==> config.mk <==
export PLATFORM = sky130hd
export DESIGN_NAME = peak_start_candidate_finder
export DESIGN_NICKNAME = d
export VERILOG_FILES = /design/src/hdl/psf_pkg.sv /design/src/hdl/psf_cell.sv /design/src/hdl/psf_chain.sv /design/src/hdl/peak_start_candidate_finder.sv
export SDC_FILE = /design/constraint.sdc
export NUM_CORES = 2
export LEC_CHECK = 0
export BUFFER_PORTS_ARGS = -buffer_cell sky130_fd_sc_hd__clkbuf_2
export CAP_MARGIN = 20
export CORE_MARGIN = 2
export CORE_UTILIZATION = 70
export CTS_CLUSTER_SIZE = 16
export DETAILED_ROUTE_END_ITERATION = 12
export PLACE_DENSITY = 0.91
export SLEW_MARGIN = 30
export SYNTH_ARGS = -nofsm -noshare
export SYNTH_HDL_FRONTEND = slang
export SYNTH_SLANG_ARGS = --single-unit
==> constraint.sdc <==
create_clock -name clk -period 11.45 [get_ports clk]
set_input_delay 2.29 -clock clk [delete_from_list [all_inputs] [get_ports clk]]
set_output_delay 2.29 -clock clk [all_outputs]
set_load 0.03 [all_outputs]
==> src/hdl/psf_pkg.sv <==
// Shared types and constants for the peak start candidate finder.
// No dependencies; every other file in hdl/ imports this package.
package psf_pkg;

  localparam int RECORD_LENGTH_MAX_DEF = 4096;
  localparam int START_STORE_DEPTH_DEF = 64;
  localparam int SAMPLE_BITS_DEF       = 16;

  localparam int SAMPLE_IN_W = 16;
  localparam int THR_W       = 16;
  localparam int MARGIN_W    = 8;
  localparam int WIN_W       = 10;
  localparam int NEAR_W      = 6;
  localparam int PRE_W       = 12;
  localparam int START_W     = 12;
  localparam int CFG_IDX_W   = 3;
  localparam int CFG_DATA_W  = 16;

  localparam logic [THR_W-1:0]    THR_RESET      = 16'd35;
  localparam logic [MARGIN_W-1:0] MARGIN_RESET   = 8'd8;
  localparam logic [WIN_W-1:0]    LOOKBACK_RESET = 10'd220;
  localparam logic [WIN_W-1:0]    FALLBACK_RESET = 10'd24;
  localparam logic [NEAR_W-1:0]   NEAR_RESET     = 6'd6;

  localparam logic OP_PRELOAD = 1'b0;
  localparam logic OP_SAMPLE  = 1'b1;

  typedef enum logic [CFG_IDX_W-1:0] {
    REG_SEED_THRESHOLD  = 3'd0,
    REG_PEAK_MARGIN     = 3'd1,
    REG_LOOKBACK_WINDOW = 3'd2,
    REG_FALLBACK_OFFSET = 3'd3,
    REG_NEAR_DISTANCE   = 3'd4
  } psf_cfg_reg_t;

  typedef enum logic [1:0] {
    ST_IDLE,
    ST_SCAN,
    ST_FINISH
  } psf_state_t;

  // Token and running near-hit flag that walk the cell row with a candidate.
  typedef struct packed {
    logic tok;
    logic hit;
  } psf_flag_t;

endpackage

==> src/hdl/psf_cell.sv <==
// One cell of the start store row: holds one stored start and checks the
// passing candidate against it. Depends on psf_pkg.
module psf_cell #(
  parameter int CELL_INDEX = 0,
  parameter int ENTRY_W    = 12,
  parameter int CW         = 7
) (
  input  logic                      clk,
  input  logic                      rst_n,
  input  psf_pkg::psf_flag_t        flag_in,
  input  logic [ENTRY_W-1:0]        cand_in,
  output psf_pkg::psf_flag_t        flag_out,
  output logic [ENTRY_W-1:0]        cand_out,
  input  logic [CW-1:0]             count,
  input  logic [psf_pkg::NEAR_W-1:0] near_dist,
  input  logic                      we,
  input  logic [ENTRY_W-1:0]        wdata
);
  import psf_pkg::*;

  psf_flag_t          flag_r;
  logic [ENTRY_W-1:0] cand_r;
  logic [ENTRY_W-1:0] entry_r;
  logic               occupied;
  logic [ENTRY_W-1:0] diff;
  logic               hit_here;

  always_ff @(posedge clk) begin
    if (!rst_n) begin
      flag_r <= '0;
    end else begin
      flag_r <= flag_in;
    end
  end

  always_ff @(posedge clk) begin
    cand_r <= cand_in;
    if (we && count == CW'(CELL_INDEX)) begin
      entry_r <= wdata;
    end
  end

  always_comb begin
    occupied = CW'(CELL_INDEX) < count;
    diff     = (entry_r >= cand_r) ? (entry_r - cand_r) : (cand_r - entry_r);
    hit_here = occupied && (diff <= ENTRY_W'(near_dist));
    flag_out.tok = flag_r.tok;
    flag_out.hit = flag_r.hit | hit_here;
    cand_out     = cand_r;
  end

endmodule

==> src/hdl/psf_chain.sv <==
// Row of start store cells; a candidate advances one cell per cycle.
// Depends on psf_pkg and psf_cell.
module psf_chain #(
  parameter int DEPTH   = 64,
  parameter int ENTRY_W = 12,
  parameter int CW      = 7
) (
  input  logic                       clk,
  input  logic                       rst_n,
  input  psf_pkg::psf_flag_t         head_flag,
  input  logic [ENTRY_W-1:0]         head_cand,
  output psf_pkg::psf_flag_t         tail_flag,
  input  logic [CW-1:0]              count,
  input  logic [psf_pkg::NEAR_W-1:0] near_dist,
  input  logic                       we,
  input  logic [ENTRY_W-1:0]         wdata
);
  import psf_pkg::*;

  psf_flag_t          flags [DEPTH+1];
  logic [ENTRY_W-1:0] cands [DEPTH+1];

  assign flags[0]  = head_flag;
  assign cands[0]  = head_cand;
  assign tail_flag = flags[DEPTH];

  for (genvar k = 0; k < DEPTH; k++) begin : g_cell
    psf_cell #(
      .CELL_INDEX (k),
      .ENTRY_W    (ENTRY_W),
      .CW         (CW)
    ) u_cell (
      .clk       (clk),
      .rst_n     (rst_n),
      .flag_in   (flags[k]),
      .cand_in   (cands[k]),
      .flag_out  (flags[k+1]),
      .cand_out  (cands[k+1]),
      .count     (count),
      .near_dist (near_dist),
      .we        (we),
      .wdata     (wdata)
    );
  end

endmodule

==> src/hdl/peak_start_candidate_finder.sv <==
// Top level of the peak start candidate finder: sample front end, control
// and result register. Depends on psf_pkg and psf_chain.
//
//   channel  direction  handshake            payload
//   in_      input      in_valid/in_ready    op, sample_value, preload_position, last_sample
//   out_     output     out_valid/out_ready  start_index, from_crossing, store_full
//   cfg_     input      cfg_we               cfg_index, cfg_wdata
//
// A preload or a sample without a peak candidate leaves the block in ST_IDLE.
// A sample with a peak candidate moves it to ST_SCAN and then ST_FINISH: the
// candidate walks the cell row one cell per cycle, then, if no stored start was near, the result is loaded.
// A stalled out_ready holds the block in ST_FINISH only while the result register is occupied.
// Reset is synchronous; it zeroes the store fill count, with no clearing pass.
module peak_start_candidate_finder #(
  parameter int RECORD_LENGTH_MAX = psf_pkg::RECORD_LENGTH_MAX_DEF,
  parameter int START_STORE_DEPTH = psf_pkg::START_STORE_DEPTH_DEF,
  parameter int SAMPLE_BITS       = psf_pkg::SAMPLE_BITS_DEF
) (
  input  logic                                clk,
  input  logic                                rst_n,
  input  logic                                in_valid,
  output logic                                in_ready,
  input  logic                                in_op,
  input  logic signed [psf_pkg::SAMPLE_IN_W-1:0] in_sample_value,
  input  logic [psf_pkg::PRE_W-1:0]           in_preload_position,
  input  logic                                in_last_sample,
  output logic                                out_valid,
  input  logic                                out_ready,
  output logic [psf_pkg::START_W-1:0]         out_start_index,
  output logic                                out_from_crossing,
  output logic                                out_store_full,
  input  logic                                cfg_we,
  input  logic [psf_pkg::CFG_IDX_W-1:0]       cfg_index,
  input  logic [psf_pkg::CFG_DATA_W-1:0]      cfg_wdata
);
  import psf_pkg::*;

  localparam int POS_W   = $clog2(RECORD_LENGTH_MAX);
  localparam int PCNT_W  = $clog2(RECORD_LENGTH_MAX + 1);
  localparam int ENTRY_W = (POS_W > PRE_W) ? POS_W : PRE_W;
  localparam int CW      = $clog2(START_STORE_DEPTH + 1);
  localparam int SW      = SAMPLE_BITS;
  localparam int CMP_W   = ((SW > THR_W + 1) ? SW : THR_W + 1) + 1;
  localparam int AW      = ((POS_W > WIN_W) ? POS_W : WIN_W) + 1;

  // configuration
  logic signed [THR_W-1:0] thr_r;
  logic [MARGIN_W-1:0]     margin_r;
  logic [WIN_W-1:0]        lookback_r;
  logic [WIN_W-1:0]        fallback_r;
  logic [NEAR_W-1:0]       near_r;

  // record state
  logic signed [SW-1:0] prev_r;
  logic signed [SW-1:0] older_r;
  logic [PCNT_W-1:0]    pos_r;
  logic [POS_W-1:0]     latest_r;
  logic                 seen_r;
  logic [CW-1:0]        count_r;

  // control and candidate
  psf_state_t         state_r;
  psf_state_t         state_nxt;
  logic [ENTRY_W-1:0] cand_r;
  logic               fromx_r;
  logic               tail_hit_r;

  logic               out_valid_r;
  logic [START_W-1:0] out_start_r;
  logic               out_fromx_r;
  logic               out_full_r;

  logic signed [SW-1:0]    cur;
  logic signed [CMP_W-1:0] cur_x, prev_x, older_x, thr_x, level_x;
  logic                    accept, is_sample, in_range, peak, cross_now;
  logic [POS_W-1:0]        pos_i;
  logic                    win_ok, from_x, fb_gt;
  logic [AW-1:0]           fb_diff;
  logic [POS_W-1:0]        t0_fb, t0;
  logic                    slot_free, emit, launch, store_full;
  logic                    store_we;
  logic [ENTRY_W-1:0]      store_wdata;
  psf_flag_t               head_flag, tail_flag;

  if (SW <= SAMPLE_IN_W) begin : g_sample_narrow
    assign cur = in_sample_value[SW-1:0];
  end else begin : g_sample_wide
    assign cur = {{(SW-SAMPLE_IN_W){1'b0}}, in_sample_value};
  end

  always_comb begin
    accept    = in_valid && in_ready;
    is_sample = in_op == OP_SAMPLE;
    cur_x     = CMP_W'(cur);
    prev_x    = CMP_W'(prev_r);
    older_x   = CMP_W'(older_r);
    thr_x     = CMP_W'(thr_r);
    level_x   = thr_x + CMP_W'($signed({1'b0, margin_r}));
    in_range  = pos_r < PCNT_W'(RECORD_LENGTH_MAX);
    pos_i     = pos_r[POS_W-1:0] - POS_W'(1);
    peak      = in_range && !in_last_sample && pos_r >= PCNT_W'(3) &&
                prev_x >= older_x && prev_x > cur_x && prev_x >= level_x;
    win_ok    = (AW'(latest_r) + AW'(lookback_r)) >= AW'(pos_i);
    from_x    = seen_r && win_ok;
    fb_gt     = AW'(pos_i) > AW'(fallback_r);
    fb_diff   = AW'(pos_i) - AW'(fallback_r);
    t0_fb     = fb_gt ? fb_diff[POS_W-1:0] : POS_W'(1);
    t0        = from_x ? latest_r : t0_fb;
    cross_now = pos_r != '0 && prev_x < thr_x && cur_x >= thr_x;
    store_full = count_r == CW'(START_STORE_DEPTH);
    slot_free  = !out_valid_r || out_ready;
  end

  // next state
  always_comb begin
    state_nxt = state_r;
    unique case (state_r)
      ST_IDLE: begin
        if (accept && is_sample && peak) state_nxt = ST_SCAN;
      end
      ST_SCAN: begin
        if (tail_flag.tok) state_nxt = ST_FINISH;
      end
      ST_FINISH: begin
        if (tail_hit_r || slot_free) state_nxt = ST_IDLE;
      end
      default: state_nxt = ST_IDLE;
    endcase
  end

  // control outputs
  always_comb begin
    in_ready    = rst_n && state_r == ST_IDLE;
    launch      = accept && is_sample && peak;
    emit        = state_r == ST_FINISH && !tail_hit_r && slot_free;
    store_we    = !store_full && ((accept && !is_sample) || emit);
    store_wdata = (state_r == ST_FINISH) ? cand_r : ENTRY_W'(in_preload_position);
    head_flag.tok = launch;
    head_flag.hit = 1'b0;
  end

  always_ff @(posedge clk) begin
    if (!rst_n) begin
      state_r <= ST_IDLE;
    end else begin
      state_r <= state_nxt;
    end
  end

  always_ff @(posedge clk) begin
    if (!rst_n) begin
      thr_r      <= THR_RESET;
      margin_r   <= MARGIN_RESET;
      lookback_r <= LOOKBACK_RESET;
      fallback_r <= FALLBACK_RESET;
      near_r     <= NEAR_RESET;
    end else if (cfg_we) begin
      unique case (cfg_index)
        REG_SEED_THRESHOLD:  thr_r      <= cfg_wdata[THR_W-1:0];
        REG_PEAK_MARGIN:     margin_r   <= cfg_wdata[MARGIN_W-1:0];
        REG_LOOKBACK_WINDOW: lookback_r <= cfg_wdata[WIN_W-1:0];
        REG_FALLBACK_OFFSET: fallback_r <= cfg_wdata[WIN_W-1:0];
        REG_NEAR_DISTANCE:   near_r     <= cfg_wdata[NEAR_W-1:0];
        default: ;
      endcase
    end
  end

  always_ff @(posedge clk) begin
    if (!rst_n) begin
      prev_r   <= '0;
      older_r  <= '0;
      pos_r    <= '0;
      latest_r <= '0;
      seen_r   <= 1'b0;
      count_r  <= '0;
    end else if (accept && is_sample && in_last_sample) begin
      // drop the whole record after its final sample
      prev_r   <= '0;
      older_r  <= '0;
      pos_r    <= '0;
      latest_r <= '0;
      seen_r   <= 1'b0;
      count_r  <= '0;
    end else begin
      if (store_we) count_r <= count_r + CW'(1);
      if (accept && is_sample && in_range) begin
        older_r <= prev_r;
        prev_r  <= cur;
        pos_r   <= pos_r + PCNT_W'(1);
        if (cross_now) begin
          latest_r <= pos_r[POS_W-1:0];
          seen_r   <= 1'b1;
        end
      end
    end
  end

  always_ff @(posedge clk) begin
    if (launch) begin
      cand_r  <= ENTRY_W'(t0);
      fromx_r <= from_x;
    end
    if (state_r == ST_SCAN && tail_flag.tok) tail_hit_r <= tail_flag.hit;
  end

  always_ff @(posedge clk) begin
    if (!rst_n) begin
      out_valid_r <= 1'b0;
    end else if (emit) begin
      out_valid_r <= 1'b1;
    end else if (out_ready) begin
      out_valid_r <= 1'b0;
    end
  end

  always_ff @(posedge clk) begin
    if (emit) begin
      out_start_r <= cand_r[START_W-1:0];
      out_fromx_r <= fromx_r;
      out_full_r  <= store_full;
    end
  end

  assign out_valid         = out_valid_r;
  assign out_start_index   = out_start_r;
  assign out_from_crossing = out_fromx_r;
  assign out_store_full    = out_full_r;

  psf_chain #(
    .DEPTH   (START_STORE_DEPTH),
    .ENTRY_W (ENTRY_W),
    .CW      (CW)
  ) u_chain (
    .clk       (clk),
    .rst_n     (rst_n),
    .head_flag (head_flag),
    .head_cand (ENTRY_W'(t0)),
    .tail_flag (tail_flag),
    .count     (count_r),
    .near_dist (near_r),
    .we        (store_we),
    .wdata     (store_wdata)
  );

endmodule

==> impl_metrics.yaml <==
final_layout:
  layout_common_cells: "ha_1 (1983), inv_1 (1972), a21oi_1 (1097)"
  final_common_cell: "ha_1"
  syn_to_final_growth_pct: 7.27
  fin_util_pct: 75.5
  drive_gt1_share_pct: 5.83
  fin_nets: 15649
placed_design:
  dp_hpwl_um: 249000
  gp_congestion: 0.989
  portBuffers: 69
status:
  status: "completed"
global_routing:
  grt_pass1_wl_um: 545000
  grt_overflow: 0
  grt_pass1_vias: 101242
  grt_util_all_layers_pct: 37.1
  grt_max_degree: 59
  antenna_found_initial: 22
clock_network:
  h-tree-depth: 4
  clkLatencyLatePin_ns: 0.87
  cts_tree: "built"
  clk_pin_slew_ns: 0.06
  cts.path.max_buffers: 3
  ctsHoldBuffers: 0
  post_cts_buffers: 0
  cts_buffers: 182
  cts_sinks: 1809
  cts.root.buffer_cell: "clkbuf_16"
  post_cts_resized: 0
routing:
  drc: 0
  drt_iter0_drc: 10645
  drt-total-wl_um: 353000
  vias: 103180
  vias_per_cell: 6.44
  wl_per_cell_um: 22.0
  dr.pass1.iters: 7
  ant_nets: 0
synth:
  syn_inst: 13499
  ys_ff_latch: 1809
  ys_async_sr_fraction_pct: 0
  ys.flop_type: "dfxtp_1"
  synth_nets: 15667
  seq_area_frac_synth_pct: 34.8
  synth_cell_types: 112
  syn-mean-instance-area_sq_um: 9.41
  ys_warn_count: 0
  syn-cell-area_sq_um: 127000
  synth_edf_count: 796
flow_run:
  drv_cap: 0
sta:
  setup_viol: 0
  hold_violations: 0
  fin_skew_ns: 0.0266
  finalCritPeriodShare_pct: 52.8
  relSlewSlack_pct: 27.1
  fin_crit_ns: 6.04
  tns_ns: 0
  rsz0062_at_grt: "no"
  holdWs_ns: 0.348
  fmax_mhz: 165
  drv_slew: 0
  worst_pin_slew_ns: 1.09
hold_path:
  hold_path_end: "u_chain.g_cell[35].u_cell.cand_out[11]"
  hold_class: "register to register"
  worstHoldStart: "u_chain.g_cell[34].u_cell.cand_out[11]"
  hold_path_depth: 0
critical_path:
  reg2reg_to: "u_chain.g_cell[42].u_cell.flag_r[0]"
  cp.required_ns: 11.93
  cp-end-kind: "register"
  r2r_setup_slack_ns: 6.14
  path_class: "input pin to register"
  startpoint_type: "input pin"
  cp.arrival_ns: 6.53
  rr_worst_depth: 20
  r2r_start: "u_chain.g_cell[41].u_cell.entry_r[0]"
  path_max_fanout: 19
pwr:
  peakVddDrop_mv: 0.167
  power.density_nw_per_um2: 141
  p_leak_uw: 0.0647
floorplanning:
  initial_core_util_pct: 70.4
  num_rows: 156
  die-area_sq_um: 185000
  die_w_um: 430
  die_h_um: 430
  core_area_sq_um: 181000
  pin_count: 70
==> how the worst max path moves through the flow <==
stage | cells past startpoint | from | slack (ns) | end
final | 9 | rst_n | 5.41 | u_chain.g_cell[9].u_cell.entry_r[1]
after global routing | 9 | rst_n | 5.44 | u_chain.g_cell[9].u_cell.entry_r[1]
after CTS | 9 | rst_n | 5.36 | u_chain.g_cell[25].u_cell.entry_r[6]
after detailed placement | 9 | rst_n | 4.42 | u_chain.g_cell[25].u_cell.entry_r[0]
after global placement | 9 | rst_n | 4.48 | u_chain.g_cell[5].u_cell.entry_r[7]
after floorplan | 9 | rst_n | 5.52 | u_chain.g_cell[27].u_cell.entry_r[0]
==> metrics by stage <==
step,total power [uW],area [sq um],cells,setup slack (ns)
final,19200,136000,16026,5.41
after global routing,20000,136000,16016,5.44
after CTS,19000,136000,16010,5.36
after detailed placement,12800,130000,15666,4.42
after global placement,12500,130000,15666,4.48
after floorplan,11500,127000,13499,5.52
==> registers in the layout, summed over array words and instances (netlist names), 13 cells and up <==
signal,count
u_chain.g_cell.u_cell.cand_out,768
older_r,16
u_chain.g_cell.u_cell.entry_r,768
u_chain.g_cell.u_cell.flag_out,64
u_chain.g_cell.u_cell.flag_r,63
thr_r,16
pos_r,13
prev_r,16
==> where the power goes <==
part / switching [uW] / internal [uW]
Combinational: 3110 / 2320
Clock: 2750 / 3490
Sequential: 421 / 7070
==> cells by family after synthesis <==
kind of cell,Yosys count,share of synthesized area (%)
flip-flops,1809,34.8
adder cells (fa/ha/maj),2114,21.6
buffers and inverters,2336,6.96
multiplexers,559,4.58
AND/OR/NAND/NOR,2568,10.0
AO/OA/AOI/OAI,3488,17.7
XOR/XNOR,625,4.31
==> worst max-delay path: stages <==
cell,delay (ns)
clkbuf_8,0.28
inv_2,0.24
nor3_1,0.36
nand2_1,0.12
o21ai_1,0.57
buf_4,0.25
nor2b_1,0.71
nand4_1,0.77
nor2_1,0.92
==> metal layers <==
layer / GRT usage [%] / up-vias / routed length [um]
met5: 0 / - / 80
met3: 6.96 / 1402 / 37200
met4: 22.5 / 12 / 24000
met2: 59.9 / 5650 / 159000
li1: - / 47329 / -
met1: 46.1 / 48787 / 133000
==> synthesized netlist by cell type, types with 58 or more instances <==
library cell | number | area (sq um)
ha_1 | 1983 | 24800
inv_1 | 1978 | 7420
a21oi_1 | 1097 | 5490
dfxtp_1 | 1013 | 20300
edfxtp_1 | 796 | 23900
nand2_1 | 700 | 2630
o21ai_0 | 593 | 2970
nor2_1 | 562 | 2110
a21o_1 | 479 | 3600
xnor2_1 | 418 | 3660
mux2i_1 | 379 | 3790
clkbuf_1 | 269 | 1010
nor2b_1 | 230 | 1440
xor2_1 | 207 | 1810
nand3_1 | 190 | 951
nor3_1 | 178 | 891
o21a_1 | 150 | 1130
mux2_2 | 149 | 1680
nand4_1 | 138 | 863
fa_1 | 131 | 2620
a31oi_1 | 121 | 757
and2_1 | 117 | 732
nand2b_1 | 117 | 732
a211oi_1 | 113 | 848
o21bai_1 | 106 | 796
o211ai_1 | 100 | 751
o21ai_1 | 64 | 320
o41ai_1 | 62 | 543
a221oi_1 | 60 | 526
and3_1 | 58 | 363
==> final cells by class <==
class	instances	area [sq um]
Clock inverter	116	1290
Inverter	1980	7440
Clock buffer	228	4970
Antenna cell	15	37.5
Sequential cell	1809	44200
Multi-Input combinational cell	9354	74400
Fill cell	11699	44300
Timing Repair Buffer	154	996
Tap cell	2370	2970
(Power assumes the default switching activity.)
